===== src/rtl/cstc_pkg.sv =====
// shared types, opcodes and state update functions for clock source transport control
package cstc_pkg;

	// event opcodes
	localparam logic [3:0] OP_TICK        = 4'd0;
	localparam logic [3:0] OP_START       = 4'd1;
	localparam logic [3:0] OP_STOP        = 4'd2;
	localparam logic [3:0] OP_GATE        = 4'd3;
	localparam logic [3:0] OP_WATCHDOG    = 4'd4;
	localparam logic [3:0] OP_SET_FOLLOW  = 4'd5;
	localparam logic [3:0] OP_SET_SOURCE  = 4'd6;
	localparam logic [3:0] OP_SET_LATCH   = 4'd7;
	localparam logic [3:0] OP_TOGGLE_PROV = 4'd8;
	localparam logic [3:0] OP_RESET_TRANS = 4'd9;
	localparam logic [3:0] OP_CLEAR_HOLD  = 4'd10;
	localparam logic [3:0] OP_REFRESH_LAT = 4'd11;
	localparam logic [3:0] OP_TOGGLE_LAT  = 4'd12;
	localparam logic [3:0] OP_PRESET      = 4'd13;

	// run flag bits
	localparam logic [2:0] RUN_INT = 3'b001;
	localparam logic [2:0] RUN_IN  = 3'b010;
	localparam logic [2:0] RUN_OUT = 3'b100;
	localparam logic [2:0] RUN_RST = RUN_INT | RUN_OUT;

	localparam logic [31:0] TIMEOUT_RST = 32'd1000;

	// classified event as it travels from front to back
	typedef struct packed {
		logic [3:0]  op;
		logic [31:0] now_ms;
		logic        gate_high;
		logic        fa;
		logic        fb;
		logic        fc;
	} cmd_t;

	// transport control state
	typedef struct packed {
		logic        src_is_ext;
		logic        follow_ext;
		logic        ext_running;
		logic        latch_on;
		logic        latch_run;
		logic        gate_held;
		logic        dominant;
		logic [31:0] last_tick_ms;
		logic [31:0] wait_start_ms;
		logic [2:0]  run_flags;
	} state_t;

	function automatic state_t align_runs(state_t s);
		state_t r;
		r = s;
		if (!r.src_is_ext)
			r.run_flags = RUN_INT | RUN_OUT;
		else
			r.run_flags = r.ext_running ? (RUN_IN | RUN_OUT) : 3'b000;
		return r;
	endfunction

	function automatic state_t pick_source(state_t s, logic ext);
		state_t r;
		r = s;
		r.src_is_ext = ext;
		return align_runs(r);
	endfunction

	function automatic state_t update_dominance(state_t s);
		state_t r;
		r = s;
		r.dominant = r.follow_ext | r.ext_running;
		return r;
	endfunction

	function automatic state_t transport_start(state_t s);
		state_t r;
		r = s;
		r.ext_running = 1'b1;
		r = pick_source(r, 1'b1);
		r = update_dominance(r);
		if (r.latch_on)
			r.latch_run = 1'b1;
		return r;
	endfunction

	function automatic state_t transport_stop(state_t s);
		state_t r;
		r = s;
		r.ext_running = 1'b0;
		if (!r.follow_ext)
			r = pick_source(r, 1'b0);
		else
			r = align_runs(r);
		r = update_dominance(r);
		if (r.latch_on)
			r.latch_run = 1'b0;
		return r;
	endfunction

	function automatic state_t fall_back(state_t s);
		state_t r;
		r = s;
		r.follow_ext = 1'b0;
		r = pick_source(r, 1'b0);
		r = update_dominance(r);
		r.wait_start_ms = '0;
		r.last_tick_ms = '0;
		return r;
	endfunction

endpackage


===== src/rtl/cstc_front.sv =====
// front stage: takes input beats and classifies them into commands
module cstc_front
	import cstc_pkg::*;
(
	input  logic        clk,
	input  logic        arst_n,
	input  logic        in_valid,
	output logic        in_ready,
	input  logic [3:0]  opcode,
	input  logic [31:0] now_ms,
	input  logic [7:0]  gate_level,
	input  logic        flag_a,
	input  logic        flag_b,
	input  logic        flag_c,
	output logic        push,
	output cmd_t        push_cmd,
	input  logic        queue_full
);

	logic valid_s1;
	cmd_t cmd_s1;

	// stage drains whenever the queue has room
	assign push     = valid_s1 & ~queue_full;
	assign in_ready = ~valid_s1 | ~queue_full;
	assign push_cmd = cmd_s1;

	// valid bit of the classify stage
	always_ff @(posedge clk or negedge arst_n) begin
		if (!arst_n)
			valid_s1 <= 1'b0;
		else if (in_ready)
			valid_s1 <= in_valid;
	end

	// classified payload
	always_ff @(posedge clk) begin
		if (in_ready && in_valid) begin
			cmd_s1.op        <= opcode;
			cmd_s1.now_ms    <= now_ms;
			cmd_s1.gate_high <= |gate_level;
			cmd_s1.fa        <= flag_a;
			cmd_s1.fb        <= flag_b;
			cmd_s1.fc        <= flag_c;
		end
	end

endmodule


===== src/rtl/cstc_queue.sv =====
// short command queue between front and back
module cstc_queue
	import cstc_pkg::*;
#(
	parameter int DEPTH = 2
) (
	input  logic clk,
	input  logic arst_n,
	input  logic push,
	input  cmd_t push_cmd,
	output logic full,
	input  logic pop,
	output cmd_t head_cmd,
	output logic empty
);

	localparam int PTR_W = (DEPTH > 1) ? $clog2(DEPTH) : 1;
	localparam int CNT_W = $clog2(DEPTH + 1);

	cmd_t             mem_q [DEPTH];
	logic [PTR_W-1:0] wr_ptr_q;
	logic [PTR_W-1:0] rd_ptr_q;
	logic [CNT_W-1:0] count_q;

	assign full     = (count_q == CNT_W'(DEPTH));
	assign empty    = (count_q == '0);
	assign head_cmd = mem_q[rd_ptr_q];

	// storage write
	always_ff @(posedge clk) begin
		if (push)
			mem_q[wr_ptr_q] <= push_cmd;
	end

	// pointers and fill count
	always_ff @(posedge clk or negedge arst_n) begin
		if (!arst_n) begin
			wr_ptr_q <= '0;
			rd_ptr_q <= '0;
			count_q  <= '0;
		end else begin
			if (push)
				wr_ptr_q <= (wr_ptr_q == PTR_W'(DEPTH - 1)) ? '0 : wr_ptr_q + 1'b1;
			if (pop)
				rd_ptr_q <= (rd_ptr_q == PTR_W'(DEPTH - 1)) ? '0 : rd_ptr_q + 1'b1;
			if (push && !pop)
				count_q <= count_q + 1'b1;
			else if (pop && !push)
				count_q <= count_q - 1'b1;
		end
	end

	// no overflow or underflow from either side
	a_no_overflow: assert property (@(posedge clk) disable iff (!arst_n)
		full |-> !push)
		else $error("queue push while full");
	a_no_underflow: assert property (@(posedge clk) disable iff (!arst_n)
		empty |-> !pop)
		else $error("queue pop while empty");
	a_count_bound: assert property (@(posedge clk) disable iff (!arst_n)
		count_q <= CNT_W'(DEPTH))
		else $error("queue count beyond depth");

endmodule


===== src/rtl/cstc_back.sv =====
// back stage: executes commands on the transport state and registers results
module cstc_back
	import cstc_pkg::*;
(
	input  logic        clk,
	input  logic        arst_n,
	input  logic        cfg_write,
	input  logic [31:0] cfg_data,
	input  logic        queue_empty,
	input  cmd_t        head_cmd,
	output logic        pop,
	output logic        out_valid,
	input  logic        out_ready,
	output logic        source_external,
	output logic        internal_run,
	output logic        midi_in_run,
	output logic        midi_out_run,
	output logic        external_dominant,
	output logic        latched_running,
	output logic        follow_enabled,
	output logic        fell_back
);

	logic [31:0] timeout_q;
	state_t      st_q;
	state_t      st_nxt;
	logic        fell_nxt;
	logic        out_valid_q;
	logic        fell_q;
	state_t      res_q;

	// execute when a command waits and the result register is free
	assign pop = ~queue_empty & (~out_valid_q | out_ready);

	// next state for the command at the head of the queue
	always_comb begin
		logic [31:0] ref_ms;
		logic [31:0] elapsed;
		logic        prev_latch;
		st_nxt     = st_q;
		fell_nxt   = 1'b0;
		ref_ms     = '0;
		elapsed    = '0;
		prev_latch = st_q.latch_on;
		case (head_cmd.op)
			OP_TICK: begin
				st_nxt.last_tick_ms  = head_cmd.now_ms;
				st_nxt.wait_start_ms = '0;
				st_nxt.ext_running   = 1'b1;
				st_nxt = align_runs(st_nxt);
				st_nxt = update_dominance(st_nxt);
			end
			OP_START: st_nxt = transport_start(st_nxt);
			OP_STOP:  st_nxt = transport_stop(st_nxt);
			OP_GATE: begin
				if (st_q.latch_on) begin
					if (head_cmd.gate_high && !st_q.gate_held) begin
						st_nxt.gate_held = 1'b1;
						if (st_q.latch_run)
							st_nxt = transport_stop(st_nxt);
						else
							st_nxt = transport_start(st_nxt);
					end else if (!head_cmd.gate_high) begin
						st_nxt.gate_held = 1'b0;
					end
				end else if (head_cmd.gate_high) begin
					st_nxt = transport_start(st_nxt);
				end else begin
					st_nxt = transport_stop(st_nxt);
				end
			end
			OP_WATCHDOG: begin
				if (!st_q.follow_ext) begin
					st_nxt.wait_start_ms = '0;
				end else begin
					if (st_q.last_tick_ms == '0) begin
						if (st_q.wait_start_ms == '0)
							st_nxt.wait_start_ms = head_cmd.now_ms;
						ref_ms = st_nxt.wait_start_ms;
					end else begin
						ref_ms = st_q.last_tick_ms;
					end
					elapsed = head_cmd.now_ms - ref_ms;
					if (elapsed >= timeout_q) begin
						st_nxt   = fall_back(st_nxt);
						fell_nxt = 1'b1;
					end
				end
			end
			OP_SET_FOLLOW: begin
				if (st_q.follow_ext != head_cmd.fa) begin
					st_nxt.follow_ext = head_cmd.fa;
					st_nxt = pick_source(st_nxt, head_cmd.fa);
					st_nxt = update_dominance(st_nxt);
					st_nxt.wait_start_ms = head_cmd.fa ? head_cmd.now_ms : '0;
					st_nxt.last_tick_ms  = '0;
				end
			end
			OP_SET_SOURCE: begin
				st_nxt = pick_source(st_nxt, head_cmd.fa);
				st_nxt.follow_ext = head_cmd.fa;
				st_nxt = update_dominance(st_nxt);
				st_nxt.wait_start_ms = head_cmd.fa ? head_cmd.now_ms : '0;
				st_nxt.last_tick_ms  = '0;
			end
			OP_SET_LATCH: begin
				if (st_q.latch_on != head_cmd.fa) begin
					st_nxt.latch_on = head_cmd.fa;
					if (head_cmd.fa) begin
						st_nxt.latch_run = st_q.ext_running;
					end else begin
						st_nxt.latch_run = 1'b0;
						st_nxt.gate_held = 1'b0;
					end
				end
			end
			OP_TOGGLE_PROV: begin
				if (!st_q.src_is_ext) begin
					st_nxt = pick_source(st_nxt, 1'b1);
					st_nxt.follow_ext = 1'b1;
				end else begin
					st_nxt = pick_source(st_nxt, 1'b0);
					st_nxt.follow_ext = 1'b0;
				end
				st_nxt = update_dominance(st_nxt);
			end
			OP_RESET_TRANS: begin
				st_nxt.ext_running = 1'b0;
				st_nxt.latch_run   = 1'b0;
				st_nxt.gate_held   = 1'b0;
				st_nxt = update_dominance(st_nxt);
			end
			OP_CLEAR_HOLD: st_nxt.gate_held = 1'b0;
			OP_REFRESH_LAT: begin
				if (st_q.latch_on)
					st_nxt.latch_run = st_q.ext_running;
			end
			OP_TOGGLE_LAT: st_nxt.latch_run = ~st_q.latch_run;
			OP_PRESET: begin
				st_nxt.follow_ext = head_cmd.fa;
				st_nxt.latch_on   = head_cmd.fb;
				if (!head_cmd.fb) begin
					st_nxt.latch_run = 1'b0;
					st_nxt.gate_held = 1'b0;
				end else if (!prev_latch) begin
					st_nxt.latch_run = head_cmd.fc;
				end
				st_nxt.ext_running = head_cmd.fc;
				st_nxt = update_dominance(st_nxt);
			end
			default: begin
				st_nxt = st_q;
			end
		endcase
	end

	// watchdog timeout register
	always_ff @(posedge clk or negedge arst_n) begin
		if (!arst_n)
			timeout_q <= TIMEOUT_RST;
		else if (cfg_write)
			timeout_q <= cfg_data;
	end

	// transport state
	always_ff @(posedge clk or negedge arst_n) begin
		if (!arst_n) begin
			st_q <= '{run_flags: RUN_RST, default: '0};
		end else if (pop) begin
			st_q <= st_nxt;
		end
	end

	// result beat register
	always_ff @(posedge clk or negedge arst_n) begin
		if (!arst_n)
			out_valid_q <= 1'b0;
		else if (pop)
			out_valid_q <= 1'b1;
		else if (out_ready)
			out_valid_q <= 1'b0;
	end

	always_ff @(posedge clk) begin
		if (pop) begin
			res_q  <= st_nxt;
			fell_q <= fell_nxt;
		end
	end

	assign out_valid         = out_valid_q;
	assign source_external   = res_q.src_is_ext;
	assign internal_run      = |(res_q.run_flags & RUN_INT);
	assign midi_in_run       = |(res_q.run_flags & RUN_IN);
	assign midi_out_run      = |(res_q.run_flags & RUN_OUT);
	assign external_dominant = res_q.dominant;
	assign latched_running   = res_q.latch_run;
	assign follow_enabled    = res_q.follow_ext;
	assign fell_back         = fell_q;

	// internal clock runs exactly when internal is the provider
	a_int_matches_src: assert property (@(posedge clk) disable iff (!arst_n)
		st_q.run_flags[0] == !st_q.src_is_ext)
		else $error("internal run flag out of step with provider");
	// output clock runs with whichever provider is running
	a_out_follows: assert property (@(posedge clk) disable iff (!arst_n)
		st_q.run_flags[2] == (st_q.run_flags[1] | st_q.run_flags[0]))
		else $error("output run flag inconsistent");
	// dominance always tracks follow and external running
	a_dominance: assert property (@(posedge clk) disable iff (!arst_n)
		st_q.dominant == (st_q.follow_ext | st_q.ext_running))
		else $error("dominance flag stale");
	// a fallback result always reports internal with follow cleared
	a_fell_internal: assert property (@(posedge clk) disable iff (!arst_n)
		(out_valid_q && fell_q) |-> (!res_q.src_is_ext && !res_q.follow_ext))
		else $error("fallback result not on internal clock");

endmodule


===== src/rtl/clock_source_transport_control_core.sv =====
// top level of clock source and transport control
//
//  channel   handshake            payload
//  input     in_valid/in_ready    opcode, now_ms, gate_level, flag_a, flag_b, flag_c
//  result    out_valid/out_ready  source_external .. fell_back, one beat per input beat
//  config    cfg_write            cfg_data -> watchdog timeout, no wait
//
// one event per cycle sustained while out_ready stays high; each event is a few
// flag updates and one 32-bit subtract-compare in the back stage
// from input accept to result valid an event passes the classify register,
// then the command queue, then the result register
// reset clears all transport state, run flags to internal and output, timeout 1000
// a stalled result register stops the back stage; the queue then fills and
// the front stalls the input once its own register is held

module clock_source_transport_control_core
	import cstc_pkg::*;
#(
	parameter int QUEUE_DEPTH = 2
) (
	input  logic        clk,
	input  logic        arst_n,
	input  logic        cfg_write,
	input  logic [31:0] cfg_data,
	input  logic        in_valid,
	output logic        in_ready,
	input  logic [3:0]  opcode,
	input  logic [31:0] now_ms,
	input  logic [7:0]  gate_level,
	input  logic        flag_a,
	input  logic        flag_b,
	input  logic        flag_c,
	output logic        out_valid,
	input  logic        out_ready,
	output logic        source_external,
	output logic        internal_run,
	output logic        midi_in_run,
	output logic        midi_out_run,
	output logic        external_dominant,
	output logic        latched_running,
	output logic        follow_enabled,
	output logic        fell_back
);

	logic push;
	cmd_t push_cmd;
	logic queue_full;
	logic pop;
	cmd_t head_cmd;
	logic queue_empty;

	// front: accept and classify
	cstc_front u_front (
		.clk        (clk),
		.arst_n     (arst_n),
		.in_valid   (in_valid),
		.in_ready   (in_ready),
		.opcode     (opcode),
		.now_ms     (now_ms),
		.gate_level (gate_level),
		.flag_a     (flag_a),
		.flag_b     (flag_b),
		.flag_c     (flag_c),
		.push       (push),
		.push_cmd   (push_cmd),
		.queue_full (queue_full)
	);

	// decoupling queue
	cstc_queue #(
		.DEPTH (QUEUE_DEPTH)
	) u_queue (
		.clk      (clk),
		.arst_n   (arst_n),
		.push     (push),
		.push_cmd (push_cmd),
		.full     (queue_full),
		.pop      (pop),
		.head_cmd (head_cmd),
		.empty    (queue_empty)
	);

	// back: execute and deliver results
	cstc_back u_back (
		.clk               (clk),
		.arst_n            (arst_n),
		.cfg_write         (cfg_write),
		.cfg_data          (cfg_data),
		.queue_empty       (queue_empty),
		.head_cmd          (head_cmd),
		.pop               (pop),
		.out_valid         (out_valid),
		.out_ready         (out_ready),
		.source_external   (source_external),
		.internal_run      (internal_run),
		.midi_in_run       (midi_in_run),
		.midi_out_run      (midi_out_run),
		.external_dominant (external_dominant),
		.latched_running   (latched_running),
		.follow_enabled    (follow_enabled),
		.fell_back         (fell_back)
	);

endmodule

===== config.mk =====
export PLATFORM = sky130hd
export DESIGN_NAME = clock_source_transport_control_core
export DESIGN_NICKNAME = d
export VERILOG_FILES = /design/src/rtl/cstc_pkg.sv /design/src/rtl/cstc_front.sv /design/src/rtl/cstc_queue.sv /design/src/rtl/cstc_back.sv /design/src/rtl/clock_source_transport_control_core.sv
export SDC_FILE = /design/constraint.sdc
export NUM_CORES = 1
export LEC_CHECK = 0
export BUFFER_PORTS_ARGS = -buffer_cell sky130_fd_sc_hd__buf_2
export CAP_MARGIN = 5
export CORE_AREA = 8 8 161 194
export CTS_CLUSTER_SIZE = 16
export DETAILED_ROUTE_END_ITERATION = 6
export DIE_AREA = 0 0 169 202
export GPL_TIMING_DRIVEN = 0
export PLACE_DENSITY_LB_ADDON = 0.08
export SLEW_MARGIN = 20
export SYNTH_ARGS = -nofsm -noshare
export SYNTH_HDL_FRONTEND = slang
export SYNTH_SLANG_ARGS = --single-unit

===== constraint.sdc =====
create_clock -name clk -period 7.7 [get_ports clk]
set_clock_uncertainty 0.2 [all_clocks]
set_input_delay 0.385 -clock clk [delete_from_list [all_inputs] [get_ports clk]]
set_output_delay 0.385 -clock clk [all_outputs]
set_load 0.01 [all_outputs]

==> results.ini, run 1 <==
[clocking]
htree_levels=1
clk_pin_slew_ns=0.06
clockBufferDepth=3
cts_sinks=240
numCtsBuffers=26
clock_latency_ns=0.53
cts_tree=built
post_cts_buffers=0
root_buffer=clkbuf_16

[global_route]
grt-ovfl-total=0
grt_first_pass_wirelength_um=51100
grt_pass1_vias=9649
grt_start_max_net_pins=59
antenna_found_initial=0
grt.total_usage=0.185

[placed_design]
dpl.hpwl_um=23200
portBuffers=92
dp.cells=1594
place_congestion=0.942

[critical_path]
arrival_ns=7.42
end_kind=register
required_ns=7.90
critPathKind=register to register
crit_fanout=10
start_kind=register

[logic_synthesis]
synthDistinctLibCells=76
synth-seq-area-share=0.535
ys.flop_type=edfxtp_1
syn_nets=1266
yosysWarnings=0
ys_ff_latch=240
syn_inst=1113
syn_area_um2=12400
synth_edf_count=128
avgSynthCellArea_um2=11.2
async_reset_ff_frac=0.467

[timing]
setup-violations-final=0
slew_headroom=0.317
rsz0062_at_grt=no
min_period_over_period=0.937
finalHoldViolations=0
tns_ns=0
drv_slew=0
worst_pin_slew_ns=1.02
fin_crit_ns=7.22
timing.fmax_ghz=0.139

[final_layout]
regArea_um2=6660
final_cells=1719
multi_input_area_um2=5350
final_cell_mix=edfxtp_1, buf_2, dfrtp_1, inv_1, dlygate4sd3_1
area_delta_synth_final_pct=21.7
fin_nets=1467
nFillCells=2532
drive_gt1_frac=0.147
antennaDiodeCount=0
layout_commonest_cell=edfxtp_1

[floorplanning]
die_h_um=202
die_area_um2=34100
core-area_um2=28200
rows=68
start_util=0.440
io-pin-count=94
dieWidth_um=169

[drt]
vias=9243
ant_nets=0
wl_per_cell_um=18.4
routed_wl_um=31700
drcViolationCount=0
drt_first_iter_violations=651
dr.pass1.iters=5
viasPerCell=5.38

[outcome]
outcome=finished clean

[hold_path]
min_path_type=input pin to register

[run]
maxCapViolCount=0

cells by family (layout without fill, tap and decap cells):
logic type | Yosys count | count (layout) | share of synthesized area
muxes | 41 | 41 | 0.0337
and+or+nand+nor | 249 | 249 | 0.0976
buffers and inverters | 123 | 344 | 0.0402
xor gates and xnor gates | 34 | 34 | 0.0239
DFF | 240 | 240 | 0.535
AOI/OAI and AO/OA | 357 | 357 | 0.200
adders and majority gates | 69 | 69 | 0.0700
synth_stat cells, types with 6 or more instances:
master | n | share of area
o21ai_0 | 67 | 0.027
o2bb2ai_1 | 65 | 0.046
dfrtp_1 | 104 | 0.21
nand2b_1 | 12 | 0.0060
inv_1 | 80 | 0.024
o22ai_1 | 6 | 0.0030
nor3_1 | 13 | 0.0052
dfstp_2 | 8 | 0.017
xnor2_1 | 22 | 0.015
or3_1 | 7 | 0.0035
a31oi_1 | 13 | 0.0065
clkbuf_1 | 24 | 0.0072
nand2_1 | 76 | 0.023
o2111ai_1 | 7 | 0.0049
nor2b_1 | 12 | 0.0060
nor4_1 | 23 | 0.012
a21oi_1 | 73 | 0.029
o21a_1 | 7 | 0.0042
a211oi_1 | 6 | 0.0036
buf_2 | 13 | 0.0052
nand3_1 | 11 | 0.0044
a21o_1 | 49 | 0.030
nand4_1 | 10 | 0.0050
xor2_1 | 12 | 0.0084
nor2_1 | 64 | 0.019
mux2i_1 | 36 | 0.029
edfxtp_1 | 128 | 0.31
ha_1 | 68 | 0.068
o211ai_1 | 9 | 0.0054
routing by layer:
layer / part of all wire / global-route usage / vias to the layer above
met2: 0.50 / 0.329 / 213
met5: 0 / 0 / -
met3: 0.043 / 0.0279 / 46
met1: 0.43 / 0.227 / 4401
li1: - / - / 4583
met4: 0.023 / 0.0551 / 0
flip-flops by register name, summed over array words and instances, names as in the netlist, named ones only:
signal,cells
u_back.fell_back,1
u_front.valid_s1,1
u_back.source_external,1
u_back.out_valid,1
u_back.st_q,73
u_back.timeout_q,32
u_back.midi_out_run,1
u_front.push_cmd,40
u_back.follow_enabled,1
u_queue.mem_q,80
u_queue.count_q,2
u_back.midi_in_run,1
u_back.internal_run,1
u_back.latched_running,1
u_queue.rd_ptr_q,1
u_back.external_dominant,1
u_queue.wr_ptr_q,1
stage by stage:
step | hold slack, ns | worst slack (ns) | util | instance area [um^2]
2_1_floorplan | -0.111 | 1.87 | - | 12400
3_3_place_gp | 0.223 | -0.108 | 0.474 | 13400
3_5_place_dp | 0.193 | -0.114 | 0.477 | 13500
4_1_cts | 0.0801 | 0.0540 | 0.534 | 15100
5_1_grt | 0.0874 | 0.00609 | 0.536 | 15100
6_report | 0.0816 | 0.484 | 0.536 | 15100
critical path, cell delays in order (launching register included):
cell and delay (ns):
dfrtp_1 0.40, nor4_1 0.51, nand4_1 0.25, nor2_1 0.51, clkbuf_1 0.45, a21o_1 0.23
inv_1 0.05, ha_1 0.27, nor2b_1 0.14, o2111ai_1 0.33, a211oi_2 0.16, o31a_1 0.39
a211oi_2 0.36, o31ai_2 0.16, o41a_1 0.34, xor2_1 0.16, ha_1 0.31, nand4_1 0.09
nor2_1 0.07, o21ai_0 0.08, a21oi_1 0.10, o311ai_4 0.48, nand3_2 0.27, o221ai_2 0.35
buf_2 0.31, o2bb2ai_1 0.10
repair_timing:
item | 4_1_cts | 5_1_grt
resized for setup | 2 | 10
hold endpoints to repair | 128 | 0
hold buffers | 77 | 0
pin swaps | 0 | 0
endpoints found under the setup margin | 48 | 71
worst paths after layout:
check	from	endpoint	slack, ns	depth (start not counted)
max	u_back.st_q[60]	u_back.st_q[25]	0.48	25
min	cfg_write	u_back.timeout_q[1]	0.08	3
max reg2reg	u_back.st_q[60]	u_back.st_q[25]	0.48	25
min reg2reg	u_front.push_cmd[8]	u_queue.mem_q[1][8]	0.24	0
max in group asynchronous	arst_n	u_back.st_q[0]	6.35	3
min in group asynchronous	arst_n	u_back.timeout_q[4]	0.19	2
layout make-up:
type / count / share of cell area
Tap cell: 385 / 0.0318
Inverter: 80 / 0.0198
Clock buffer: 30 / 0.0446
Multi-Input combinational cell: 750 / 0.354
Timing Repair Buffer: 173 / 0.0875
Sequential cell: 240 / 0.440
Clock inverter: 18 / 0.00951
Buffer: 43 / 0.0133
Power of run 1 is left out: the tool's default activity adds up to more than one toggle a clock period on the data nets, which glitch-free logic cannot reach.
==> run 2, diff against run 1 <==
Settings changed: CAP_MARGIN 5 to unset, CORE_AREA 8 8 161 194 to 8 8 140 168, DIE_AREA 0 0 169 202 to 0 0 148 176.
==> run 2 against run 1 <==
Compared with the run above: final area shrank 1.0%; fmax down 0.36%; final cell count shrank 6.7%; setup slack got worse by 0.026 ns; worst hold slack got worse by 0.011 ns; critical path depth down 2; critical endpoint is now u_back.st_q[23]; highest routed layer unchanged.
==> results.ini, run 2 (synthesis results as in run 1) <==
[final_layout]
largest_reg_flops=80  ; unchanged
final_cell_mix=edfxtp_1, buf_2, dfrtp_1, inv_1, dlygate4sd3_1
area_delta_synth_final_pct=20.4
multi_input_area_um2=5330  ; -0.44%
fin_nets=1467  ; unchanged
regArea_um2=6660  ; unchanged
drive_gt1_frac=0.142  ; -0.00514
layout_commonest_cell=edfxtp_1
nFillCells=1463  ; -42%
antennaDiodeCount=0  ; unchanged
top_register=u_queue.mem_q

[drt]
dr.pass1.iters=5  ; unchanged
wl_per_cell_um=19.2  ; +4.2%
drcViolationCount=0  ; unchanged
routed_wl_um=30800  ; -2.8%
viasPerCell=5.92  ; +10%
ant_nets=0  ; unchanged
drt_first_iter_violations=590  ; -9.4%
vias=9486  ; +2.6%

[clocking]
cts_sinks=240  ; unchanged
clock_latency_ns=0.55  ; +0.02 ns
clockBufferDepth=3  ; unchanged
clk_pin_slew_ns=0.06  ; about the same
cts_tree=built
numCtsBuffers=26  ; unchanged
root_buffer=clkbuf_16
post_cts_buffers=0  ; unchanged
htree_levels=1  ; unchanged

[critical_path]
path_delay_family=compound AO/OA/AOI/OAI gates
critPathMaxStageDelay_ns=0.47  ; -0.04 ns
crit_fanout=10  ; unchanged
cp_slowest_cell=nor4_1
rrSetupSlack_ns=0.46  ; -0.03 ns
critPathKind=register to register
required_ns=7.91  ; about the same
start_kind=register
arrival_ns=7.46  ; +0.04 ns
end_kind=register
critPathBufInv=2  ; -1
worstPathCellList=nor4_1, nand4_1, nor2_2, clkbuf_1, a21o_1, a21oi_1, ha_1, and4_1, nand2_1, nor4_1, o31a_1, a211oi_2, o31ai_1, a31oi_1, xnor2_1, ha_1, a21o_1, a2111oi_0, a31o_2, nand3_2, o221ai_2, buf_2, o2bb2ai_1

[run]
maxCapViolCount=0  ; unchanged

[floorplanning]
start_util=0.599  ; +0.159
io-pin-count=94  ; unchanged
dieWidth_um=148  ; -12%
rows=58  ; -15%
die_area_um2=26000  ; -24%
die_h_um=176  ; -13%
core-area_um2=20800  ; -27%

[timing]
rsz0062_at_grt=no
drv_slew=0  ; unchanged
timing.fmax_ghz=0.138  ; -0.36%
min_period_over_period=0.941  ; +0.00335
worst_pin_slew_ns=1.02  ; +0.00305 ns
setup-violations-final=0  ; unchanged
tns_ns=0  ; unchanged
slew_headroom=0.315  ; -0.00204
fin_crit_ns=7.24  ; +0.0258 ns
finalHoldViolations=0  ; unchanged

[placed_design]
dpl.hpwl_um=21700  ; -6.8%
place_congestion=0.901  ; -4.4%
portBuffers=92  ; unchanged

[global_route]
grt_start_max_net_pins=74  ; +25%
grt_first_pass_wirelength_um=50400  ; -1.2%
grt_pass1_vias=9767  ; +1.2%
antenna_found_initial=0  ; unchanged
grtUsageMet3=0.0433  ; +0.0154
grtUsageMet1=0.298  ; +0.0715
grt.total_usage=0.239  ; +0.0536
grt-ovfl-total=0  ; unchanged
grtUsageMet2=0.414  ; +0.0851
top_usage_layer=met2

[outcome]
outcome=finished clean

[hold_path]
min_path_type=input pin to register

==> run 2: cell types whose count changed in the layout (fill, tap and decap cells not counted), sizes merged <==
cell / before / now
clkinv: 12 / 13
inv: 82 / 81
clkinvlp: 3 / 2
==> run 2: layout make-up <==
class | instances | share of cell area
tap | 270 | 0.0226
clock inverter | 17 | 0.00986
buffer | 43 | 0.0135
inverter | 80 | 0.0201
sequential | 240 | 0.444
clock buffer | 30 | 0.0444
multi-input combinational | 750 | 0.356
timing repair buffer | 173 | 0.0895
==> run 2: through the flow <==
stage                     hold slack (ns)   util  instances  setup WS, ns  cell area (um^2)
after floorplan                    -0.111      -       1113          1.87             12400
after global placement              0.224  0.638       1475         0.317             13200
after detailed placement            0.119  0.644       1479         0.308             13400
after CTS                          0.0669  0.720       1603         0.293             14900
after global routing               0.0890  0.722       1603        0.0362             15000
final                              0.0703  0.722       1603         0.458             15000
==> run 2: worst paths after layout <==
| kind | start | end | cells past startpoint |
|---|---|---|---|
| setup / recovery | u_back.st_q[28] | u_back.st_q[23] | 23 |
| hold / removal | cfg_write | u_back.timeout_q[1] | 3 |
| setup reg to reg | u_back.st_q[28] | u_back.st_q[23] | 23 |
| hold reg to reg | u_front.push_cmd[39] | u_queue.mem_q[0][39] | 0 |
| max in group asynchronous | arst_n | u_back.st_q[0] | 3 |
| min in group asynchronous | arst_n | u_back.timeout_q[4] | 2 |
==> run 2: worst register-to-register path, delay by kind of cell, from the launching register on <==
kind | cells | cell delay (ns)
AOI/OAI and AO/OA | 11 | 2.72
xor gates and xnor gates | 1 | 0.18
adders and majority gates | 2 | 0.82
buffers and inverters | 2 | 0.74
DFF | 1 | 0.40
and+or+nand+nor | 7 | 2.06
==> run 2: what timing repair did <==
action / CTS / global route
resized for setup: 0 / 8
setup endpoints to repair: 0 / 60
endpoints found under the hold margin: 179 / 0
hold buffers: 77 / 0
==> run 2: per-layer routing <==
layer  vias up  wire (um)
met2       296      15200
met3        54       1780
li1       4586          -
met1      4550      13100
met4         0        665
met5         -          0
Power of run 2 is left out for the same reason.
